$ cat src/rtl/wcoc_pkg.sv
// wcoc_pkg: shared types and constants for the waypoint course-out check.
// Holds request/result structs, command and state enums, and field widths.
// No dependencies.
package wcoc_pkg;

    localparam int COORD_WIDTH    = 24;
    localparam int IDX_WIDTH      = 10;
    localparam int THR_WIDTH      = 23;
    localparam int CNT_WIDTH      = 11;
    localparam int CFG_ADDR_WIDTH = 2;
    localparam int PT_WIDTH       = 2 * COORD_WIDTH;
    localparam int DIFF_WIDTH     = COORD_WIDTH + 1;
    localparam int SQ_WIDTH       = 2 * DIFF_WIDTH;
    localparam int SUM_WIDTH      = SQ_WIDTH + 1;
    localparam int LIM_WIDTH      = 2 * THR_WIDTH;

    localparam logic [1:0] REQ_WR_INNER = 2'd0;
    localparam logic [1:0] REQ_WR_OUTER = 2'd1;
    localparam logic [1:0] REQ_QUERY    = 2'd2;

    localparam logic [CFG_ADDR_WIDTH-1:0] CFG_THRESHOLD   = 2'd0;
    localparam logic [CFG_ADDR_WIDTH-1:0] CFG_INNER_COUNT = 2'd1;
    localparam logic [CFG_ADDR_WIDTH-1:0] CFG_OUTER_COUNT = 2'd2;

    localparam logic [THR_WIDTH-1:0] THRESHOLD_RESET = 23'd256;

    typedef struct packed {
        logic [1:0]                    req_type;
        logic [IDX_WIDTH-1:0]          entry_index;
        logic signed [COORD_WIDTH-1:0] pos_x;
        logic signed [COORD_WIDTH-1:0] pos_y;
    } in_item_t;

    typedef struct packed {
        logic is_out;
        logic inner_far;
        logic outer_far;
    } out_item_t;

    typedef enum logic [1:0] {
        CMD_WR_INNER,
        CMD_WR_OUTER,
        CMD_QUERY
    } cmd_op_t;

    typedef struct packed {
        cmd_op_t                       op;
        logic [IDX_WIDTH-1:0]          addr;
        logic signed [COORD_WIDTH-1:0] x;
        logic signed [COORD_WIDTH-1:0] y;
    } cmd_t;

    typedef enum logic [1:0] {
        BK_IDLE,
        BK_SCAN,
        BK_DRAIN
    } back_state_t;

    typedef struct packed {
        logic busy;
        logic result_load;
    } back_status_t;

endpackage

$ cat src/rtl/wcoc_front.sv
// wcoc_front: request decode and two-entry command queue.
// Drops unknown requests and out-of-range writes; feeds wcoc_back.
// Depends on wcoc_pkg.
module wcoc_front #(
    parameter int MAX_POINTS = 1024
) (
    input  logic               clk,
    input  logic               rst_n,
    input  logic               push,
    output logic               full,
    input  wcoc_pkg::in_item_t item,
    output logic               cmd_valid,
    output wcoc_pkg::cmd_t     cmd,
    input  logic               cmd_pop
);

    logic              keep;
    logic              in_range;
    wcoc_pkg::cmd_op_t op;
    logic              enq;
    logic              deq;

    wcoc_pkg::cmd_t    q_reg [2];
    logic              wr_ptr_reg;
    logic              wr_ptr_next;
    logic              rd_ptr_reg;
    logic              rd_ptr_next;
    logic [1:0]        cnt_reg;
    logic [1:0]        cnt_next;

    assign in_range = 32'(item.entry_index) < 32'(MAX_POINTS);

    always_comb
    begin
        keep = 1'b0;
        op   = wcoc_pkg::CMD_QUERY;
        unique case (item.req_type)
            wcoc_pkg::REQ_WR_INNER:
            begin
                op   = wcoc_pkg::CMD_WR_INNER;
                keep = in_range;
            end
            wcoc_pkg::REQ_WR_OUTER:
            begin
                op   = wcoc_pkg::CMD_WR_OUTER;
                keep = in_range;
            end
            wcoc_pkg::REQ_QUERY:
            begin
                op   = wcoc_pkg::CMD_QUERY;
                keep = 1'b1;
            end
            default:
            begin
                op   = wcoc_pkg::CMD_QUERY;
                keep = 1'b0;
            end
        endcase
    end

    assign full      = cnt_reg == 2'd2;
    assign cmd_valid = cnt_reg != 2'd0;
    assign cmd       = q_reg[rd_ptr_reg];
    assign enq       = push && !full && keep;
    assign deq       = cmd_pop && cmd_valid;

    always_comb
    begin
        wr_ptr_next = enq ? !wr_ptr_reg : wr_ptr_reg;
        rd_ptr_next = deq ? !rd_ptr_reg : rd_ptr_reg;
        cnt_next    = cnt_reg;
        if (enq && !deq)
        begin
            cnt_next = cnt_reg + 2'd1;
        end
        else if (deq && !enq)
        begin
            cnt_next = cnt_reg - 2'd1;
        end
    end

    always_ff @(posedge clk or negedge rst_n)
    begin
        if (!rst_n)
        begin
            wr_ptr_reg <= 1'b0;
            rd_ptr_reg <= 1'b0;
            cnt_reg    <= 2'd0;
        end
        else
        begin
            wr_ptr_reg <= wr_ptr_next;
            rd_ptr_reg <= rd_ptr_next;
            cnt_reg    <= cnt_next;
        end
    end

    always_ff @(posedge clk)
    begin
        if (enq)
        begin
            q_reg[wr_ptr_reg] <= '{op: op, addr: item.entry_index,
                                   x: item.pos_x, y: item.pos_y};
        end
    end

endmodule

$ cat config.mk
export PLATFORM = sky130hd
export DESIGN_NAME = wcoc_front
export DESIGN_NICKNAME = d
export VERILOG_FILES = /design/src/rtl/wcoc_pkg.sv /design/src/rtl/wcoc_front.sv
export SDC_FILE = /design/constraint.sdc
export NUM_CORES = 1
export LEC_CHECK = 0
export BUFFER_PORTS_ARGS = -buffer_cell sky130_fd_sc_hd__buf_4
export CORE_MARGIN = 8
export CORE_UTILIZATION = 52
export DETAILED_ROUTE_END_ITERATION = 7
export GPL_ROUTABILITY_DRIVEN = 0
export PLACE_DENSITY = 0.88
export SLEW_MARGIN = 20
export SYNTH_ARGS = -nofsm -noshare
export SYNTH_HDL_FRONTEND = slang
export SYNTH_SLANG_ARGS = --single-unit
$ cat constraint.sdc
create_clock -name clk -period 4.41 [get_ports clk]
set_input_delay 0.441 -clock clk [delete_from_list [all_inputs] [get_ports clk]]
set_output_delay 0.441 -clock clk [all_outputs]
set_load 0.02 [all_outputs]
==> results of run 1 <==
Yosys cell counts (all sizes together):
cell type	n
buf	7
dfrtp	4
mux2	60
ha	1
clkbuf	1
nor2	3
nor2b	2
xor2	2
nand3b	1
nand2	2
or2	1
xnor2	3
inv	2
edfxtp	120
critical path, delay by kind of cell, from the launching register on:
| family | cells | cell delay, ns |
|---|---|---|
| buffers and inverters | 1 | 0.16 |
| muxes | 1 | 0.36 |
| DFF | 1 | 1.12 |
cell families (layout without fill, tap and decap cells):
group | count (synthesis) | in the layout | share of synthesized area [%]
xor gates and xnor gates | 5 | 5 | 0.9013
DFF | 124 | 124 | 76.21
and+or+nand+nor | 9 | 9 | 1.236
muxes | 60 | 60 | 18.46
adders and majority gates | 1 | 1 | 0.2574
buffers and inverters | 10 | 161 | 2.935
repair_timing:
action	CTS	global route
hold buffers	1	0
resized for setup	0	0
setup endpoints to repair	0	0
endpoints found under the hold margin	4	0
power by group:
group | switching (mW) | internal [mW] | total, mW
sequential | 0.211 | 1.55 | 1.76
clock | 0.453 | 0.738 | 1.19
combinational | 0.634 | 0.764 | 1.40
total | 1.30 | 3.05 | 4.35
metal layers:
layer  share of wire, %  global-route usage, %  vias up
met5                  0                      0        -
met4               0.44                  4.586        0
met3                7.5                  6.495        5
met2                 52                  22.87       77
met1                 40                  14.68     1102
li1                   -                      -     1091
final cells by class:
cell class,count,area share (%)
Clock buffer,19,6.622
Timing Repair Buffer,128,15.13
Inverter,2,0.1179
Multi-Input combinational cell,75,16.15
Clock inverter,12,1.572
Tap cell,111,2.181
Sequential cell,124,58.22
metrics by stage:
step	instances	setup slack, ns	instance area, µm²
2_1_floorplan	209	0.6597	4860
3_3_place_gp	439	1.984	5836
3_5_place_dp	439	1.933	5836
4_1_cts	471	1.658	6367
5_1_grt	471	1.619	6367
6_report	471	1.731	6367
worst paths after layout:
kind	start	to	slack, ns	depth (start not counted)
hold / removal	item[7]	q_reg[0][7]	0.14	1
setup / recovery	rd_ptr_reg	cmd[10]	1.73	2
setup reg to reg	cnt_reg[1]	q_reg[0][15]	2.00	4
min in group asynchronous	rst_n	cnt_reg[1]	0.30	2
hold reg to reg	cnt_reg[1]	cnt_reg[1]	0.49	1
max in group asynchronous	rst_n	rd_ptr_reg	4.00	2
==> results_dict.tcl, run 1 <==
set metrics [dict create \
    ios 126 \
    htree_levels 4 \
    multi_input_area_um2 1028 \
    synth-seq-cells 124 \
    cp_slowest_stage_delay_ns 1.12 \
    syn_area_um2 4860 \
    die_w_um 112.7 \
    hold_viol 0 \
    critical_path.cell_chain "mux2_4, buf_4" \
    ys_warn_count 0 \
    worst_pin_slew_ns 1.139 \
    p_total_mw 4.348 \
    grt_pass1_vias 2569 \
    cts_tree "built" \
    min_path_type "primary input to flop" \
    wl_per_cell_um 18.23 \
    peakVddDrop_mv 0.6735 \
    final_common_cell "buf_4" \
    outcome "finished, final reports clean" \
    powerDensity_nw_per_um2 682.9 \
    holdWs_ns 0.1394 \
    antenna_found_initial 0 \
    drv_slew 0 \
    dr.pass1.iters 4 \
    grt.total_usage_pct 13.58 \
    fill_cells 583 \
    clock-sinks 124 \
    core_um2 9153 \
    routed_wl_mm 8.585 \
    syn_area_per_cell_um2 23.25 \
    p_leak_nw 2.577 \
    cp-end-kind "output port" \
    synthDistinctLibCells 17 \
    via_per_inst 4.830 \
    cts_buffers 17 \
    clockBufferDepth 2 \
    drv_cap 0 \
    num_antenna_cells 0 \
    area_growth_pct 31.02 \
    cp_slowest_cell "dfrtp_4" \
    most-common-layout-cells "buf_4, edfxtp_1, mux2_4" \
    initialDrtViolationCount 88 \
    vias 2275 \
    fin_crit_sh_pct 60.74 \
    cts_root_buf "clkbuf_8" \
    fmax_ghz 0.3733 \
    grt_pass1_wl_mm 13.03 \
    cp.required_ns 3.97 \
    clk_latency_ns 0.48 \
    setup_viol 0 \
    worstSetupPathType "flop to output port" \
    syn_nets 274 \
    synth_area_leaders "edfxtp_1, mux2_4, buf_12, dfrtp_1, xnor2_1" \
    period_minus_slack_ns 2.679 \
    skew_ns 0.008019 \
    die_h_um 112.7 \
    timing.slew.headroom_pct 24.10 \
    drc_errors 0 \
    layout-drive-gt1-share_pct 61.39 \
    layout.nets 413 \
    seqCellArea_um2 3707 \
    start_util_pct 53.10 \
    syn_inst 209 \
    ys_seq_area_share_pct 76.21 \
    grt_max_degree 62 \
    ant_nets 0 \
    synth_top_area_share_pct 74.15 \
    utilization_pct 69.57 \
    port-buffer-count 125 \
    grt-ovfl-total 0 \
    crit_arrival_ns 2.24 \
    yosysTopAreaCell "edfxtp_1" \
    dp_hpwl_mm 5.966 \
    start_kind "flop" \
    fin_tns_setup_ns 0 \
    clk_pin_slew_ns 0.06 \
    dieArea_um2 12690 \
    largest_register_ff_count 120 \
    crit_fanout 61 \
    post_cts_buffers 0 \
    fp-row-count 35 \
    rsz0062_at_grt "no" \
]
Power figures use the tool's default switching activity.
==> inputs of run 2 (changes only) <==
clock period = 2.7 ns   (was 4.41 ns; I/O delays follow)
==> results_dict.tcl, run 2 (synthesized netlist as in run 1, its figures left out) <==
set metrics [dict create \
    core_um2 9153 \
    wl_per_cell_um 17.25 \
    cp-end-kind "output port" \
    fin_crit_sh_pct 89.47 \
    outcome "finished, final reports clean" \
    dieArea_um2 12690 \
    grt_max_degree 41 \
    place_ws_ns 0.7714 \
    clk_latency_ns 0.49 \
    port-buffer-count 125 \
    reg2regPathDepth 4 \
    instances_no_fill 532 \
    rr_startpoint "cnt_reg[1]" \
    ant_nets 0 \
    cts_buffers 17 \
    die_w_um 112.7 \
    utilization_pct 76.75 \
    drv_slew 0 \
    dr.pass1.iters 4 \
    peakVddDrop_mv 0.6970 \
    die_h_um 112.7 \
    min_path_type "primary input to flop" \
    crit_fanout 33 \
    cp.required_ns 2.43 \
    period_minus_slack_ns 2.416 \
    antenna_found_initial 0 \
    num_antenna_cells 0 \
    layout-drive-gt1-share_pct 51.78 \
    htree_levels 4 \
    start_kind "flop" \
    timing.slew.headroom_pct 58.82 \
    drc_errors 0 \
    grt.total_usage_pct 14.85 \
    initialDrtViolationCount 118 \
    grt_pass1_wl_mm 14.37 \
    clockBufferDepth 2 \
    placed_cell_area_um2 5878 \
    skew_ns 0.01349 \
    clk_pin_slew_ns 0.05 \
    cts_root_buf "clkbuf_8" \
    grt_pass1_vias 2822 \
    vias 2567 \
    area_growth_pct 44.54 \
    ctsResizeCount 0 \
    worstSetupPathType "flop to output port" \
    dp_hpwl_mm 5.871 \
    fin_tns_setup_ns 0 \
    r2r_setup_slack_ns 0.96 \
    via_per_inst 4.825 \
    p_leak_nw 2.853 \
    design_area_um2 7024 \
    rr_endpoint "q_reg[1][15]" \
    crit_arrival_ns 2.15 \
    ios 126 \
    largest_register_ff_count 120 \
    timing.final.ws_setup_ns 0.2843 \
    hold_viol 0 \
    clock-sinks 124 \
    start_util_pct 53.10 \
    rsz0062_at_grt "no" \
    placedCellCount 443 \
    most-common-layout-cells "buf_4, edfxtp_1, dlygate4sd3_1" \
    worst_pin_slew_ns 0.6177 \
    setup_viol 0 \
    routed_wl_mm 9.178 \
    fmax_ghz 0.4140 \
    final_common_cell "buf_4" \
    fp-row-count 35 \
    powerDensity_nw_per_um2 1041 \
    layout.nets 476 \
    min_path_cells 3 \
    cts_tree "built" \
    drv_cap 0 \
    grt-ovfl-total 0 \
    holdPathEnd "rd_ptr_reg" \
    hold_start "cmd_pop" \
]
==> run 2: cell count changes in the layout (fill, tap and decap cells not counted), moves of 2 or more <==
cell / delta
clkbuf_1: -2
buf_4: +3
dlygate4sd3_1: +59
clkinv_2: -6
bufinv_16: +2
clkinv_1: +7
==> run 2: routing by layer <==
layer  track usage (%)  vias to the layer above  wire length, µm
met4             4.856                        0               77
met5                 0                        -                0
met1             15.42                     1263             3493
met2             26.30                       77             5012
li1                  -                     1219                -
met3             6.441                        8              594
==> run 2: final cells by class <==
class	count	area (µm²)
fill	499	2128
clock inverter	12	131.4
tap	111	138.9
sequential	124	3707
inverter	2	7.507
timing repair buffer	191	1597
clock buffer	17	414.1
multi-input combinational	75	1028
==> run 2: through the flow <==
stage / power [mW] / hold WS (ns)
5_1_grt: 7.618 / 0.09024
4_1_cts: 7.390 / 0.08154
3_3_place_gp: 5.195 / 0.06927
3_5_place_dp: 5.242 / 0.07084
2_1_floorplan: 4.522 / -0.02559
6_report: 7.313 / 0.1001
==> run 2: power by group <==
part	switching, mW	internal [mW]	leakage, nW
clock	0.702	1.36	0.258
sequential	0.238	2.53	1.15
combinational	1.16	1.32	1.44
total	2.10	5.21	2.85
==> run 2: critical path: stages (launching register included) <==
cell and delay, ns:
dfrtp_4 0.82, buf_4 0.34, mux2_4 0.32, buf_4 0.16
==> run 2: how the worst max path moves through the flow <==
stage                from           to  slack [ns]  cells past startpoint
5_1_grt        rd_ptr_reg      cmd[23]        0.19                      3
6_report       rd_ptr_reg      cmd[41]        0.28                      3
4_1_cts        rd_ptr_reg      cmd[41]        0.24                      3
2_1_floorplan  cnt_reg[1]  q_reg[0][0]       -0.05                      3
3_3_place_gp   rd_ptr_reg      cmd[22]        0.79                      3
3_5_place_dp   rd_ptr_reg      cmd[41]        0.77                      3
==> run 2: timing repair <==
item,in CTS,in global routing
hold buffers,60,0
hold endpoints to repair,122,0
endpoints found under the setup margin,0,0
buffers inserted,0,0
==> inputs of run 3 (changes only) <==
PLACE_DENSITY = default   (was 0.88)
PLACE_DENSITY_LB_ADDON = 0.2   (was default)
==> results_dict.tcl, run 3 (synthesized netlist as in run 1, its figures left out) <==
set metrics [dict create \
    outcome "finished, final reports clean" \
    fin_crit_sh_pct 88.26 \
    cp_slowest_stage_delay_ns 0.81 \
    port-buffer-count 125 \
    clockBufferDepth 2 \
    vias 2558 \
    p_leak_nw 2.858 \
    dp_hpwl_mm 5.904 \
    core_um2 9153 \
    dieArea_um2 12690 \
    drc_errors 0 \
    period_minus_slack_ns 2.383 \
    p_total_mw 7.356 \
    ctsResizeCount 0 \
    htree_levels 4 \
    min_path_type "primary input to flop" \
    drt-met1-wl_mm 3.832 \
    fmax_ghz 0.4196 \
    die_w_um 112.7 \
    antenna_found_initial 0 \
    ant_nets 0 \
    final_common_cell "buf_4" \
    wl_per_cell_um 17.56 \
    grt_max_degree 36 \
    cts_root_buf "clkbuf_8" \
    crit_fanout 31 \
    clock-sinks 124 \
    dr.pass1.iters 4 \
    most-common-layout-cells "buf_4, edfxtp_1, dlygate4sd3_1" \
    setup_viol 0 \
    largest_register_ff_count 120 \
    placedCellCount 445 \
    post_cts_buffers 0 \
    highest_layer "met4" \
    grt.total_usage_pct 15.35 \
    clk_latency_ns 0.50 \
    cts_buffers 17 \
    cts_tree "built" \
    start_kind "flop" \
    fp-row-count 35 \
    num_antenna_cells 0 \
    met2_length_mm 4.863 \
    start_util_pct 53.10 \
    hold_viol 0 \
    timing.final.ws_setup_ns 0.3170 \
    wl_met3_um 630 \
    critical_path.cell_chain "buf_4, mux2_4, buf_4" \
    worst_pin_slew_ns 0.5957 \
    crit_arrival_ns 2.11 \
    worstSetupPathType "flop to output port" \
    grt_pass1_vias 2932 \
    grt_pass1_wl_mm 14.95 \
    place_ws_ns 0.8299 \
    cp-end-kind "output port" \
    rsz0062_at_grt "no" \
    skew_ns 0.005060 \
    timing.slew.headroom_pct 60.28 \
    cp.required_ns 2.43 \
    clk_pin_slew_ns 0.05 \
    cp_slowest_cell "dfrtp_4" \
    powerDensity_nw_per_um2 1044 \
    routed_wl_mm 9.432 \
    ios 126 \
    via_per_inst 4.764 \
    area_growth_pct 44.95 \
    drv_cap 0 \
    instances_no_fill 537 \
    grt-ovfl-total 0 \
    peakVddDrop_mv 0.6967 \
    hold_buffers 60 \
    initialDrtViolationCount 75 \
    holdWs_ns 0.08528 \
    layout.nets 478 \
    drv_slew 0 \
    layout-drive-gt1-share_pct 53.05 \
    crit_top_cell "buf_4" \
    die_h_um 112.7 \
]
run 3: cell types whose count changed in the layout (fill, tap and decap cells not counted), moves of 2 or more:
cell,change
clkinv_1,-7
clkinvlp_4,+3
clkinv_2,+3
buf_4,+2
clkbuf_1,+4
run 3: final cells by class:
| cell class | instances | area, µm² |
|---|---|---|
| Tap cell | 111 | 138.9 |
| Multi-Input combinational cell | 75 | 1028 |
| Sequential cell | 124 | 3707 |
| Fill cell | 512 | 2108 |
| Inverter | 2 | 7.507 |
| Clock buffer | 21 | 429.2 |
| Clock inverter | 11 | 121.4 |
| Timing Repair Buffer | 193 | 1612 |
run 3: power by group:
part           total [mW]  switching, mW  internal, mW
Clock                2.07          0.762          1.31
Sequential           2.76          0.233          2.53
Combinational        2.52           1.19          1.33
Total                7.36           2.19          5.17
run 3: worst paths after layout:
check / from / depth (start not counted) / slack, ns / endpoint
setup / recovery: rd_ptr_reg / 3 / 0.32 / cmd[27]
hold / removal: cmd_pop / 3 / 0.09 / rd_ptr_reg
setup reg to reg: cnt_reg[1] / 4 / 1.00 / q_reg[1][25]
hold reg to reg: cnt_reg[1] / 1 / 0.52 / cnt_reg[1]
max in group asynchronous: rst_n / 2 / 2.45 / rd_ptr_reg
min in group asynchronous: rst_n / 2 / 0.13 / cnt_reg[0]
run 3: worst max-delay path, delay by kind of cell (launching register included):
| family | cells | cell delay [ns] |
|---|---|---|
| multiplexers | 1 | 0.32 |
| flip-flops | 1 | 0.81 |
| buffers and inverters | 2 | 0.47 |
run 3: stage by stage:
step	util, %	TNS, ns	cell area [µm²]
after floorplan	-	-5.717	4865
final	76.97	0	7044
after detailed placement	64.39	0	5893
after CTS	76.97	0	7044
after global routing	76.97	0	7044
after global placement	64.39	0	5893
run 3: layer usage:
| layer | global-route usage [%] | up-vias |
|---|---|---|
| met5 | 0 | - |
| met3 | 6.495 | 13 |
| met2 | 26.14 | 85 |
| li1 | - | 1226 |
| met1 | 16.93 | 1234 |
| met4 | 5.126 | 0 |
